===== src/rtl/fjog_pkg.sv =====
// ----------------------------------------------------------------------------
// fjog_pkg: shared types and constants for the framed DC motor jog controller
// Holds the transaction payload structs, register indexes and reset values.
// ----------------------------------------------------------------------------
package fjog_pkg;

  // Byte that opens a command frame.
  localparam logic [7:0] START_BYTE = 8'hFF;

  // Register reset values.
  localparam logic [15:0] RST_TICK_THRESHOLD  = 16'd1000;
  localparam logic [7:0]  RST_CENTER_POSITION = 8'd19;

  // Configuration port geometry.
  localparam int CFG_INDEX_W = 2;
  localparam int CFG_DATA_W  = 16;

  // Register indexes.
  localparam logic [CFG_INDEX_W-1:0] CFG_TICK_THRESHOLD  = 2'd0;
  localparam logic [CFG_INDEX_W-1:0] CFG_CENTER_POSITION = 2'd1;

  // Input item kinds.
  localparam logic MODE_BYTE = 1'b0;
  localparam logic MODE_TICK = 1'b1;

  // Direction codes.
  localparam logic DIR_CCW = 1'b0;
  localparam logic DIR_CW  = 1'b1;

  // One input transaction.
  typedef struct packed {
    logic       mode;
    logic [7:0] data_byte;
  } in_t;

  // One result transaction.
  typedef struct packed {
    logic [7:0] duty;
    logic       direction;
    logic       stopped;
  } out_t;

endpackage


===== src/rtl/framed_dc_motor_jog_controller.sv =====
// ----------------------------------------------------------------------------
// framed_dc_motor_jog_controller: serial-framed DC motor jog controller
// Parses command frames from serial bytes, drives duty and direction, and
// stops the motor after a timed run counted in timer ticks.
// ----------------------------------------------------------------------------
//  Channel  Ports                         Payload
//  input    in_valid  in_stall  in_data   mode, data_byte
//  result   out_valid out_stall out_data  duty, direction, stopped
//  config   cfg_wr_en cfg_index cfg_data  tick_threshold, center_position
//
//  Each accepted transaction's result is presented on the next cycle if no
//  older result waits; one transaction per cycle is sustained unless stalled.
//  Results pass through a two-entry output queue, so input stalls only when
//  both entries hold results that the receiver has not yet taken.
//  Reset is synchronous and restores register defaults and empties the queue.
// ----------------------------------------------------------------------------
module framed_dc_motor_jog_controller import fjog_pkg::*; (
  input  logic                   clk,
  input  logic                   rst_n,
  input  logic                   in_valid,
  output logic                   in_stall,
  input  in_t                    in_data,
  output logic                   out_valid,
  input  logic                   out_stall,
  output out_t                   out_data,
  input  logic                   cfg_wr_en,
  input  logic [CFG_INDEX_W-1:0] cfg_index,
  input  logic [CFG_DATA_W-1:0]  cfg_data
);

  logic       push, pop;
  out_t       result;
  out_t       slot0_r, slot1_r;
  logic [1:0] count_r;

  assign in_stall  = (count_r == 2'd2);
  assign out_valid = (count_r != 2'd0);
  assign out_data  = slot0_r;
  assign push      = in_valid && !in_stall;
  assign pop       = out_valid && !out_stall;

  fjog_core u_core (
    .clk       (clk),
    .rst_n     (rst_n),
    .cfg_wr_en (cfg_wr_en),
    .cfg_index (cfg_index),
    .cfg_data  (cfg_data),
    .take      (push),
    .item      (in_data),
    .result    (result)
  );

  // Two-entry result queue; slot0 is the head.
  always_ff @(posedge clk) begin
    if (!rst_n) begin
      count_r <= 2'd0;
    end else begin
      case ({push, pop})
        2'b10:   count_r <= count_r + 2'd1;
        2'b01:   count_r <= count_r - 2'd1;
        default: ;
      endcase
    end
    if (pop) begin
      slot0_r <= (count_r == 2'd2) ? slot1_r : result;
    end else if (push && (count_r == 2'd0)) begin
      slot0_r <= result;
    end
    if (push && !pop && (count_r == 2'd1)) begin
      slot1_r <= result;
    end
  end

`ifndef SYNTHESIS
  // The queue never holds more than two results.
  a_count_max: assert property (@(posedge clk) disable iff (!rst_n)
    count_r != 2'd3)
    else $error("result queue overfilled");

  // A transaction into an empty queue appears as a result in the next cycle.
  a_push_visible: assert property (@(posedge clk) disable iff (!rst_n)
    (push && (count_r == 2'd0)) |=> out_valid)
    else $error("accepted transaction did not produce a result");

  // A stopped controller never drives the motor.
  a_stopped_idle: assert property (@(posedge clk) disable iff (!rst_n)
    (out_valid && out_data.stopped) |-> (out_data.duty == 8'd0))
    else $error("duty nonzero while stopped");

  // A result taken from a full queue with nothing new leaves one entry.
  a_drain: assert property (@(posedge clk) disable iff (!rst_n)
    (pop && !push && (count_r == 2'd2)) |=> (count_r == 2'd1))
    else $error("result queue count slipped");
`endif

endmodule


===== src/rtl/fjog_core.sv =====
// ----------------------------------------------------------------------------
// fjog_core: frame parser, interval timer and motor drive state
// Updates all controller state on each accepted transaction and presents the
// state after that update as the result.
// ----------------------------------------------------------------------------
module fjog_core import fjog_pkg::*; (
  input  logic                   clk,
  input  logic                   rst_n,
  input  logic                   cfg_wr_en,
  input  logic [CFG_INDEX_W-1:0] cfg_index,
  input  logic [CFG_DATA_W-1:0]  cfg_data,
  input  logic                   take,
  input  in_t                    item,
  output out_t                   result
);

  typedef enum logic [2:0] {
    PH_HUNT,
    PH_STEPPER,
    PH_POSITION,
    PH_SPEED,
    PH_ESCAPE
  } phase_t;

  phase_t      phase_r, phase_nxt;
  logic [15:0] tick_threshold_r;
  logic [7:0]  center_position_r;
  logic [7:0]  held_position_r, held_position_nxt;
  logic [7:0]  held_speed_r, held_speed_nxt;
  logic [15:0] tick_count_r, tick_count_nxt;
  logic [7:0]  intervals_done_r, intervals_done_nxt;
  logic [7:0]  intervals_target_r, intervals_target_nxt;
  logic        stop_r, stop_nxt;
  logic [7:0]  duty_r, duty_nxt;
  logic        dir_r, dir_nxt;
  logic [15:0] tick_inc;

  assign tick_inc = tick_count_r + 16'd1;

  // Next state for one transaction.
  always_comb begin
    phase_nxt            = phase_r;
    held_position_nxt    = held_position_r;
    held_speed_nxt       = held_speed_r;
    tick_count_nxt       = tick_count_r;
    intervals_done_nxt   = intervals_done_r;
    intervals_target_nxt = intervals_target_r;
    stop_nxt             = stop_r;
    duty_nxt             = duty_r;
    dir_nxt              = dir_r;

    if (item.mode == MODE_TICK) begin
      // Timer tick: count, and close an interval once past the threshold.
      tick_count_nxt = tick_inc;
      if (!stop_r && (tick_inc > tick_threshold_r)) begin
        tick_count_nxt = 16'd0;
        if (intervals_done_r < intervals_target_r) begin
          intervals_done_nxt = intervals_done_r + 8'd1;
        end else begin
          duty_nxt = 8'd0;
          stop_nxt = 1'b1;
        end
      end
    end else begin
      // Serial byte: walk the command frame.
      case (phase_r)
        PH_HUNT: begin
          if (item.data_byte == START_BYTE) phase_nxt = PH_STEPPER;
        end
        PH_STEPPER: begin
          phase_nxt = PH_POSITION;
        end
        PH_POSITION: begin
          held_position_nxt = item.data_byte;
          phase_nxt         = PH_SPEED;
        end
        PH_SPEED: begin
          held_speed_nxt = item.data_byte;
          phase_nxt      = PH_ESCAPE;
        end
        default: begin
          // Escape byte: the command takes effect.
          phase_nxt = PH_HUNT;
          if ((held_speed_r == 8'd0) || (held_position_r == center_position_r)) begin
            duty_nxt = 8'd0;
          end else begin
            if (held_position_r > center_position_r) begin
              dir_nxt              = DIR_CCW;
              intervals_target_nxt = held_position_r - center_position_r;
            end else begin
              dir_nxt              = DIR_CW;
              intervals_target_nxt = center_position_r - held_position_r;
            end
            intervals_done_nxt = 8'd0;
            duty_nxt           = held_speed_r;
            stop_nxt           = 1'b0;
            tick_count_nxt     = 16'd0;
          end
        end
      endcase
    end
  end

  // The result is the state after this transaction.
  assign result = '{duty: duty_nxt, direction: dir_nxt, stopped: stop_nxt};

  // State and configuration registers.
  always_ff @(posedge clk) begin
    if (!rst_n) begin
      phase_r            <= PH_HUNT;
      tick_threshold_r   <= RST_TICK_THRESHOLD;
      center_position_r  <= RST_CENTER_POSITION;
      held_position_r    <= 8'd0;
      held_speed_r       <= 8'd0;
      tick_count_r       <= 16'd0;
      intervals_done_r   <= 8'd0;
      intervals_target_r <= 8'd0;
      stop_r             <= 1'b0;
      duty_r             <= 8'd0;
      dir_r              <= DIR_CCW;
    end else begin
      if (cfg_wr_en) begin
        case (cfg_index)
          CFG_TICK_THRESHOLD:  tick_threshold_r  <= cfg_data;
          CFG_CENTER_POSITION: center_position_r <= cfg_data[7:0];
          default: ;
        endcase
      end
      if (take) begin
        phase_r            <= phase_nxt;
        held_position_r    <= held_position_nxt;
        held_speed_r       <= held_speed_nxt;
        tick_count_r       <= tick_count_nxt;
        intervals_done_r   <= intervals_done_nxt;
        intervals_target_r <= intervals_target_nxt;
        stop_r             <= stop_nxt;
        duty_r             <= duty_nxt;
        dir_r              <= dir_nxt;
      end
    end
  end

endmodule


===== config.mk =====
export PLATFORM = sky130hd
export DESIGN_NAME = framed_dc_motor_jog_controller
export DESIGN_NICKNAME = d
export VERILOG_FILES = /design/src/rtl/fjog_pkg.sv /design/src/rtl/framed_dc_motor_jog_controller.sv /design/src/rtl/fjog_core.sv
export SDC_FILE = /design/constraint.sdc
export NUM_CORES = 1
export LEC_CHECK = 0
export ABC_AREA = 1
export BUFFER_PORTS_ARGS = -buffer_cell sky130_fd_sc_hd__buf_4
export CAP_MARGIN = 5
export CORE_MARGIN = 3
export CORE_UTILIZATION = 60
export CTS_CLUSTER_DIAMETER = 120
export DETAILED_ROUTE_END_ITERATION = 7
export MAX_ROUTING_LAYER = met4
export PLACE_DENSITY_LB_ADDON = 0.3
export SYNTH_ARGS = -nofsm -noshare
export SYNTH_HDL_FRONTEND = slang
export SYNTH_SLANG_ARGS = --single-unit

===== constraint.sdc =====
create_clock -name clk -period 3.6 [get_ports clk]
set_input_delay 1.08 -clock clk [delete_from_list [all_inputs] [get_ports clk]]
set_output_delay 1.08 -clock clk [all_outputs]
set_load 0.005 [all_outputs]

Word level (Yosys, flattened, before mapping) --
Index checks and enable logic that the tools add are counted.
Storage, ports and cells: logic and storage cells 102, register bits 107, bits in latches 0, RAM bits 0, memories kept 0, bits in read-only memories 0, bits of input ports 32, output and inout bits 12
Cells by class: reductions and logical operators 27, mux-type cells 30, equality and inequality tests 15, bitwise operators 3, $lt $le $gt $ge 3, multipliers 0, add/sub/neg operators 6, shifts and indexed selects 0, divide/modulo/power cells 0
Operators with widths (number):
- $mux 8 | 11
- $mux 16 | 4
- $mux 10 | 3
- $add 16x1->16 const B | 1
- $gt 16x16->1 | 1
- $sub 8x8->8 | 2
- $pmux 3 s4 | 1
- $reduce_and 3->1 | 4
- $mux 1 | 9
- $add 8x1->8 const B | 1
- $eq 8x8->1 | 1
- $eq 8x8->1 const B | 1
- $gt 8x8->1 | 1
- $logic_not 8->1 | 1
- $lt 8x8->1 | 1
- $ne 2x1->1 const B | 4
- $eq 2x1->1 const B | 3
- $eq 3x2->1 const B | 2
- $logic_and 1x1->1 | 6
- $reduce_bool 2->1 | 3
- $reduce_and 5->1 | 1
- $eq 2x2->1 const B | 2
- $logic_not 1->1 | 4
- $logic_not 2->1 | 2
- other kinds (12) | 15

Longest topological paths before layout --
Gate-level depths: netlist (run 1).
depth in word-level cells 7, depth in mapped cells 20, depth with buffers taken out 20

Cells and area by module --
From an unflattened synthesis (run 1), not the netlist that was laid out.
Second synthesis, totals: cell total of the unflattened synthesis 844, area, all modules 6175.9 µm²
Modules (own cells, without submodules):
- fjog_core | area an instance 5213.8 µm², sequential area each 1701.6 µm², cells an instance 762, instances 1
- framed_dc_motor_jog_controller | area an instance 962.2 µm², sequential area each 640.6 µm², cells an instance 82, instances 1

Worst setup path before layout (run 1) --
No wires, ideal clock.
path kind flip-flop to flip-flop, from register u_core.tick_count_r[0], to register slot0_r, in the netlist out_data[2] (data pin), path buffers 0, setup slack 837 ps, library setup time 254 ps, cell stages (with the launch flop) 20, data required time 3346 ps, clock period less this slack 2763 ps, arrival time 2509 ps, cell sequence dfxtp_1 nand3_1 nor2_1 nand2_1 nor2_2 nand2_1 nor2_1 xor2_1 inv_1 ha_1 nand2_1 nor2_1 nand2_1 nor2_1 nor2_1 nand3_1 nand3_1 nand2_1 nand2_1 nand2_1
RTL lines:
- start, declared | line fjog_core.sv:30 | logic [15:0] tick_count_r, tick_count_nxt;
- start signal, assigned | line fjog_core.sv:133 | tick_count_r <= tick_count_nxt;
- end signal, assigned | line framed_dc_motor_jog_controller.sv:65 | slot0_r <= (count_r == 2'd2) ? slot1_r : result;
- end signal, assigned | line framed_dc_motor_jog_controller.sv:67 | slot0_r <= result;
- end, declared | line framed_dc_motor_jog_controller.sv:33 | out_t slot0_r, slot1_r;

==> metrics list, run 1 <==
* Deepest clock path buffer count: 2
* Category of the critical setup timing path: reg -> reg
* Full die area: 11300 µm²
* Reported leakage power: 0.00304 µW
- In this design, the stage delay of the slowest critical-path cell is 410 ps.
- Final layout net count: 914
* Worst setup EP type: register
- The tree built by TritonCTS fans out to 107 sinks.
- Register area: 2340 µm²
* Pwr per Cell Area: 426 nW/µm²
* Minimum setup slack among reg-to-reg paths: 510 ps
- For this run the aggregate overflow at the end of global routing stands at 0.
* Worst hold path endpoint: u_core.intervals_target_r[3]$_SDFFE_PN0P_
- Top cells by area, synth: sky130_fd_sc_hd__dfxtp_1, sky130_fd_sc_hd__nand2_1, sky130_fd_sc_hd__edfxtp_1
- The via count of the first global-routing pass was 5091.
* Placement-stage worst setup slack: 357 ps
* Startpoint of the lowest-slack register-to-register path: u_core.tick_count_r[0]$_SDFFE_PN0P_
- After routing the design area is 6640 µm².
- Depth of the worst register-to-register path: 20
- Multi-input logic area: 3120 µm²
- Post-detailed-route DRC marker count: 0
* Run status: completed
- Slew headroom: 52.8%
* Commonest non-fill, non-tap cells in the layout: sky130_fd_sc_hd__nand2_1, sky130_fd_sc_hd__inv_1, sky130_fd_sc_hd__dfxtp_1
- Cell chain of the critical path: ha_1, nand2_1, inv_1, nand4_1, nor2_1, nand3_1, xor2_1, inv_1, ha_1, nand2_1, nor2_1, nand2_1, inv_1, nand2_1, nand2_1, nand3_2, nand3_1, nand2_1, nand2_1, nand2_1
- The startpoint identified for the worst hold timing path is u_core.intervals_target_r[3]$_SDFFE_PN0P_.
- Of all nets on the critical path, the largest fanout is 8.
- Synthesized netlist cell count: 804
- Synth Register Bits: 107
- Global Route Usage Sum: 24.9%
- The largest total area in the synthesized netlist belongs to sky130_fd_sc_hd__dfxtp_1.
- After synthesis, the netlist uses 42 different library cells.
- Number of H-tree levels: 3
* Synthesized netlist net count: 883
* Min Tclk post-route: 3090 ps
- The final number of hold-violating endpoints came to 0.
- Routability congestion estimate from global placement: 0.932
- Area Overhead vs Synth: 10.4%
* Synthesis warning total: 0
* Yosys top cell area share: 29.0%
* Largest net degree at the start of global routing: 48
- The first global-routing pass estimated 22.9 mm of wire.
- Netlist Area Pre-Place: 6010 µm²
- Detailed routing inserted a total of 5283 vias.
* Number of setup buffers added after CTS: 0
* Antenna violations before repair: 0
* Number of instances on the worst hold path: 2
- Based on the critical path, the design can be clocked at up to 323 MHz.
- After layout, the worst path uses 85.9% of the clock period.
- After detailed routing, the total wire length is 13.2 mm.
* TritonCTS clock tree: built
* Detailed-route vias per instance: 5.45
* Die Span Y: 106 µm
* Signal arrival time at the worst endpoint: 3220 ps
- Max-cap violations in this run came to 0.
* Router iterations before antenna repair: 5
- After the first detailed-routing iteration, the DRC count stood at 221.
* Std cell rows: 35
- After legalization and detailed placement, the total HPWL measured 9.92 mm.
- Leaving out fill and tap cells, the most frequent cell in the layout is sky130_fd_sc_hd__nand2_1.
* Average routed wire per standard cell: 13.7 µm
- Setup repair after global routing left no endpoint under its margin.
* Final setup skew: 19.3 ps
* Final Total Pwr: 2830 µW
* Final-report max-slew violation count: 0
- The initial utilization of the core area, before any placement, comes to 63.3%.
* I/O pin cnt: 44
- Area of the core: 9500 µm²
* Setup slack after layout: 507 ps
* Peak supply drop: 248 µV
- For this run, the register share of the synthesized area comes to 38.9%.
- Post-synthesis average cell area: 7.48 µm²
- Antenna Cells: 0
- Setup Total Neg Slack: 0 ps
- Crit start category: register
* Clock transition at the registers of the reported paths: 100 ps
- Proportion of layout cells with a drive suffix above 1: 9.64%
- Clock Tree Root: sky130_fd_sc_hd__clkbuf_8
- The detail route stage leaves a number of antenna-violating nets equal to 0.
- The clock reaches the later pin of the worst-skew pair after 370 ps.
- For the worst setup path, the data required time is 3730 ps.
* Slew at the pin closest to its max-slew limit: 708 ps
- Type of the most critical hold path: reg -> reg
- Final-report setup violation count: 0
* FF-to-FF End: out_data[5]$_DFFE_PP_
- The cell that appears most often on the critical path is sky130_fd_sc_hd__nand2_1.
- The floorplan step set the die width to 106 µm.
- Layout filler cell count: 766
- The placed instances occupy a cell area of 6400 µm².
* Count of input and output buffers: 43
- In this run, CTS created clock tree buffers numbering 9.
- Worst-path cell with the longest stage delay: sky130_fd_sc_hd__dfxtp_1
cells by family after synthesis:
logic type,Yosys count,share of synthesized area (%)
buffers and inverters,139,9.26
and+or+nand+nor,315,22.3
adders and majority gates,47,10.0
DFF,107,38.9
xor gates and xnor gates,31,4.51
AOI/OAI and AO/OA,165,14.9
how the worst max path moves through the flow:
stage                                              startpoint                    end
after floorplan           u_core.tick_count_r[0]$_SDFFE_PN0P_  out_data[2]$_DFFE_PP_
after global placement    u_core.tick_count_r[0]$_SDFFE_PN0P_  out_data[6]$_DFFE_PP_
after detailed placement  u_core.tick_count_r[0]$_SDFFE_PN0P_  out_data[7]$_DFFE_PP_
after CTS                 u_core.tick_count_r[0]$_SDFFE_PN0P_  out_data[5]$_DFFE_PP_
after global routing      u_core.tick_count_r[0]$_SDFFE_PN0P_  out_data[5]$_DFFE_PP_
final                     u_core.tick_count_r[0]$_SDFFE_PN0P_  out_data[5]$_DFFE_PP_
per-stage QoR:
| step | utilization [%] | hold WS, ps | std cells |
|---|---|---|---|
| after floorplan | - | 433 | 804 |
| after CTS | 69.8 | 480 | 969 |
| final | 69.9 | 478 | 969 |
| after global routing | 69.9 | 497 | 969 |
| after global placement | 67.4 | 454 | 953 |
| after detailed placement | 67.4 | 465 | 953 |
cell usage after synthesis:
cell,count
sky130_fd_sc_hd__clkinv_2,1
sky130_fd_sc_hd__nor3b_1,1
sky130_fd_sc_hd__o21a_1,2
sky130_fd_sc_hd__clkinv_1,3
sky130_fd_sc_hd__dfxtp_1,87
sky130_fd_sc_hd__edfxtp_1,20
sky130_fd_sc_hd__nor3_2,1
sky130_fd_sc_hd__nor2_1,58
sky130_fd_sc_hd__o221ai_1,1
sky130_fd_sc_hd__nor3_4,1
sky130_fd_sc_hd__clkbuf_1,18
sky130_fd_sc_hd__a21oi_1,85
sky130_fd_sc_hd__nand3_1,50
sky130_fd_sc_hd__fa_1,2
sky130_fd_sc_hd__a21boi_2,1
sky130_fd_sc_hd__inv_4,1
sky130_fd_sc_hd__buf_6,2
sky130_fd_sc_hd__nor3_1,3
sky130_fd_sc_hd__inv_1,103
sky130_fd_sc_hd__buf_1,2
sky130_fd_sc_hd__o31ai_1,2
sky130_fd_sc_hd__o2111ai_1,1
sky130_fd_sc_hd__ha_1,45
sky130_fd_sc_hd__o21ai_0,56
sky130_fd_sc_hd__nand2_1,176
sky130_fd_sc_hd__o21ai_1,1
sky130_fd_sc_hd__a21o_1,4
sky130_fd_sc_hd__buf_4,3
sky130_fd_sc_hd__o211ai_1,10
sky130_fd_sc_hd__buf_2,4
sky130_fd_sc_hd__nor4_1,2
sky130_fd_sc_hd__nand4_2,1
sky130_fd_sc_hd__a31oi_1,1
sky130_fd_sc_hd__xor2_1,24
sky130_fd_sc_hd__xnor2_1,7
sky130_fd_sc_hd__a21oi_4,1
sky130_fd_sc_hd__inv_2,2
sky130_fd_sc_hd__or2_2,1
sky130_fd_sc_hd__nor2_2,2
sky130_fd_sc_hd__nand4_1,17
sky130_fd_sc_hd__nand3_2,1
sky130_fd_sc_hd__nand2_2,1
repair_timing:
item                                    CTS  global route
hold buffers                              0             0
endpoints found under the setup margin    0            10
gates resized for setup                   0             2
layout make-up:
class | count | share of cell area (%)
clock inverter | 7 | 1.56
timing repair buffer | 49 | 5.54
tap | 129 | 2.43
clock buffer | 9 | 1.87
sequential | 107 | 35.3
multi-input combinational | 558 | 47.0
inverter | 110 | 6.28
state kept, by name, summed over array words and instances, names as in the netlist:
signal,cells
out_data,10
u_core.held_speed_r,8
slot1_r,10
count_r,2
u_core.dir_r,1
u_core.tick_count_r,16
u_core.stop_r,1
u_core.held_position_r,8
u_core.phase_r,3
u_core.center_position_r,8
u_core.tick_threshold_r,16
u_core.duty_r,8
u_core.intervals_done_r,8
u_core.intervals_target_r,8
routing by layer:
metal  up-vias  part of all wire (%)  track usage [%]
met4         0                   1.4             6.85
li1       2692                     -                -
met2       150                    50             42.8
met5         -                     0                -
met3        21                   4.8             3.22
met1      2420                    44             31.0
worst max-delay path, delay by kind of cell, from the launching register on:
family,cells,cell delay [ps]
flip-flops,1,410
adder cells (fa/ha/maj),2,480
AND/OR/NAND/NOR,14,1600
XOR/XNOR,1,160
buffers and inverters,3,220
power by group:
part / internal (µW) / switching (µW)
sequential: 1360 / 41.8
combinational: 237 / 346
clock: 405 / 438
total: 2000 / 826
Note: power is estimated with default switching activity, not from simulation.
==> run 2, diff against run 1 <==
Settings changed: SYNTH_HIERARCHICAL set to 1.
==> metrics list, run 2 <==
* Unrepaired setup endpoints after global routing: false
- The path class of the tightest hold or removal check is reg -> reg.
* Routed WL: 14.0 mm
- The worst path uses 88.9% of the clock period.
* Proportion of layout cells with a drive suffix above 1: 10.1%
* Area Overhead vs Synth: 8.77%
* Synthesis warning total: 6
* Routability congestion estimate from global placement: 0.905
- Headroom to the max-slew limit came out at 68.0%.
* Final-report max-slew violation count: 0
- The worst hold path was traced through 2 stages.
* Clock Tree Root: sky130_fd_sc_hd__clkbuf_8
- Crit start category: register
- By instance count, the leading cell after synthesis is sky130_fd_sc_hd__nand2_1.
- Synthesized netlist net count: 923
* Clock buffers created by TritonCTS: 9
* Full die area: 11500 µm²
- Reported leakage power: 0.00312 µW
- Commonest non-fill, non-tap cell in the layout: sky130_fd_sc_hd__nand2_1
- Measured in cells, the most critical reg-to-reg path has a length of 19.
* Detailed-route vias per instance: 5.40
- Slew at the pin closest to its max-slew limit: 478 ps
- Multi-input logic area: 3220 µm²
- After synthesis the cells add up to 6180 µm².
- Number of violations of the max-capacitance limit: 0
- Area of the core: 9910 µm²
- Prior to clock tree synthesis, the placed netlist has a worst setup slack of 441 ps.
- The smallest clock period supported by the final layout is computed as 3200 ps.
- For this run, the top clock speed supported by timing is 313 MHz.
- Layout filler cell count: 830
- In the final design database the tool counted 953 nets.
- Setup slack after layout: 400 ps
- In this run the deepest clock path goes through 2 buffers.
- Buffers placed on the I/O ports in this run total 43.
* Number of flops mapped to enable cells by yosys: 20
* Top cells by area, synth: sky130_fd_sc_hd__dfxtp_1, sky130_fd_sc_hd__nand2_1, sky130_fd_sc_hd__edfxtp_1
* CP startpoint: u_core/tick_count_r[0]$_SDFFE_PN0P_
- Sequential area share after synthesis: 37.9%
- CTS-repair resized insts: 0
- The worst setup path is captured at a register.
* Final setup skew: 8.03 ps
* Overflow left after global routing: 0
- Post-detailed-route DRC marker count: 0
- Number of H-tree levels: 3
* Yosys top cell area share: 28.2%
- The repair_antennas step left the layout with diodes totalling 0.
- Clock transition at the registers of the reported paths: 110 ps
- Post-synthesis cell type count: 45
* Prevailing post-synth register cell: sky130_fd_sc_hd__dfxtp_1
- Final-report setup violation count: 0
- From bottom edge to top edge, the die measures 107 µm.
- Capture point of the worst path: u_core/intervals_done_r[0]$_SDFFE_PN0P_
- The number of setup buffers added after CTS is 0.
* Final hold vios: 0
* Std cell rows: 36
- TritonCTS built the clock tree.
* Antenna violations before repair: 0
- Post-detailed-route count of antenna-violating nets: 0
- Synthesis inferred 107 register bits.
- HPWL after detailed placement: 10.4 mm
* Starting density of the core: 62.3%
- In the final routed layout, each cell accounts on average for 13.8 µm.
- Registers take 2340 µm².
- 44 I/O pins were placed.
- In this run the worst path has a maximum fanout of 12.
- Post-synthesis average cell area: 7.32 µm²
- From left edge to right edge, the die measures 107 µm.
* Synthesized netlist cell count: 844
- The setup check on the worst reg-to-reg path leaves a slack of 400 ps.
- In this run the critical register-to-register path is captured at u_core/intervals_done_r[0]$_SDFFE_PN0P_.
* Clock latency at the later pin of the worst-skew pair: 380 ps
* Commonest non-fill, non-tap cells in the layout: sky130_fd_sc_hd__nand2_1, sky130_fd_sc_hd__inv_1, sky130_fd_sc_hd__dfxtp_1
- Global Route Usage Sum: 26.5%
* Worst Path Required: 3860 ps
* Startpoint of the lowest-slack register-to-register path: u_core/tick_count_r[0]$_SDFFE_PN0P_
- The largest registers in the layout are u_core/tick_count_r: 16 flops, u_core/tick_threshold_r: 16 flops.
* Signal arrival time at the worst endpoint: 3460 ps
- After the first detailed-routing iteration, the DRC count stood at 404.
- Of all cell types, the one taking the most synthesized area is sky130_fd_sc_hd__dfxtp_1.
- Global-route wire length before repair: 24.1 mm
- Most instantiated cells after synthesis: sky130_fd_sc_hd__nand2_1, sky130_fd_sc_hd__inv_1, sky130_fd_sc_hd__dfxtp_1
* Largest net degree at the start of global routing: 52
* Number of vias in the routed layout: 5468
- For this design, the sink count on the clock tree is 107.
* Pwr per Cell Area: 414 nW/µm²
- Router iterations before antenna repair: 6
- The run finished with clean final reports.
- Setup Total Neg Slack: 0 ps
- CTS Hold Buffers Added: 0
- Category of the critical setup timing path: reg -> reg
* Async set or reset register ratio after synthesis: 0%
- Via count of the first global-routing pass: 5336
* Peak supply drop: 247 µV
## run 2: cell count changes after synthesis, moves of 4 or more
| cell | delta |
|---|---|
| sky130_fd_sc_hd__nor2_1 | +17 |
| sky130_fd_sc_hd__o21ai_1 | +4 |
| sky130_fd_sc_hd__xor2_1 | -13 |
| sky130_fd_sc_hd__nand4_1 | -9 |
| sky130_fd_sc_hd__inv_1 | +7 |
| sky130_fd_sc_hd__nor2_4 | +4 |
| sky130_fd_sc_hd__nand2_1 | +27 |
| sky130_fd_sc_hd__clkbuf_1 | -4 |
## run 2: through the flow
stage / std cells / power [µW] / utilization (%) / area (µm²) / hold slack [ps]
6_report: 1012 / 2780 / 67.8 / 6720 / 457
3_3_place_gp: 996 / 2070 / 65.9 / 6530 / 438
2_1_floorplan: 844 / 1870 / - / 6180 / 425
4_1_cts: 1012 / 2800 / 67.8 / 6720 / 459
5_1_grt: 1012 / 2950 / 67.8 / 6720 / 489
3_5_place_dp: 996 / 2090 / 65.9 / 6530 / 442
## run 2: worst max-delay path, cell delays in order, from the launching register on
cell and delay, ps:
sky130_fd_sc_hd__dfxtp_1 420, sky130_fd_sc_hd__ha_1 210, sky130_fd_sc_hd__nand3_1 130, sky130_fd_sc_hd__nor2_1 200, sky130_fd_sc_hd__nand3_1 160, sky130_fd_sc_hd__nor2_1 210, sky130_fd_sc_hd__nand3_1 120, sky130_fd_sc_hd__xnor2_1 150
sky130_fd_sc_hd__ha_1 280, sky130_fd_sc_hd__nand2_1 50, sky130_fd_sc_hd__nor2_1 130, sky130_fd_sc_hd__nand2_1 90, sky130_fd_sc_hd__inv_1 50, sky130_fd_sc_hd__nand2_1 40, sky130_fd_sc_hd__nand2_1 70, sky130_fd_sc_hd__nand3_1 100
sky130_fd_sc_hd__nand2_1 340, sky130_fd_sc_hd__nand2_1 180, sky130_fd_sc_hd__nand2_1 100, sky130_fd_sc_hd__a21oi_1 60
## run 2: layout make-up
type	instances	share of cell area [%]
inverters	117	6.56
well taps	133	2.48
clock inverters	7	0.875
repair buffers	49	5.48
flip-flops and latches	107	34.9
clock buffers	9	1.84
multi-input cells	590	47.9
## run 2: power breakdown
part	internal (µW)	total (µW)	switching, µW
Sequential	1370	1430	57.2
Combinational	263	642	379
Clock	263	710	447
## run 2: worst min-delay path by stage
stage	from	endpoint
6_report	u_core/dir_r$_SDFFE_PN0P_	u_core/dir_r$_SDFFE_PN0P_
4_1_cts	u_core/dir_r$_SDFFE_PN0P_	u_core/dir_r$_SDFFE_PN0P_
3_5_place_dp	u_core/dir_r$_SDFFE_PN0P_	u_core/dir_r$_SDFFE_PN0P_
3_3_place_gp	u_core/dir_r$_SDFFE_PN0P_	u_core/dir_r$_SDFFE_PN0P_
5_1_grt	u_core/tick_threshold_r[15]$_SDFFE_PN0P_	u_core/tick_threshold_r[15]$_SDFFE_PN0P_
2_1_floorplan	u_core/dir_r$_SDFFE_PN0P_	u_core/dir_r$_SDFFE_PN0P_
## run 2: cells by family (layout without fill, tap and decap cells)
family                   Yosys count  in the layout  synth area share [%]
adder cells (fa/ha/maj)           47             47                  9.77
AO/OA/AOI/OAI                    168            168                  15.0
buffers and inverters            147            182                  10.0
AND/OR/NAND/NOR                  359            359                  25.1
flip-flops                       107            107                  37.9
XOR/XNOR                          16             16                  2.27
## run 2: layer usage
layer | track usage (%) | up-vias | wire length (µm) | part of all wire, %
li1 | - | 2799 | - | -
met1 | 31.6 | 2491 | 6090 | 44
met2 | 45.0 | 148 | 6840 | 49
met3 | 3.48 | 30 | 613 | 4.4
met4 | 11.9 | 0 | 411 | 2.9
met5 | - | - | 0 | 0
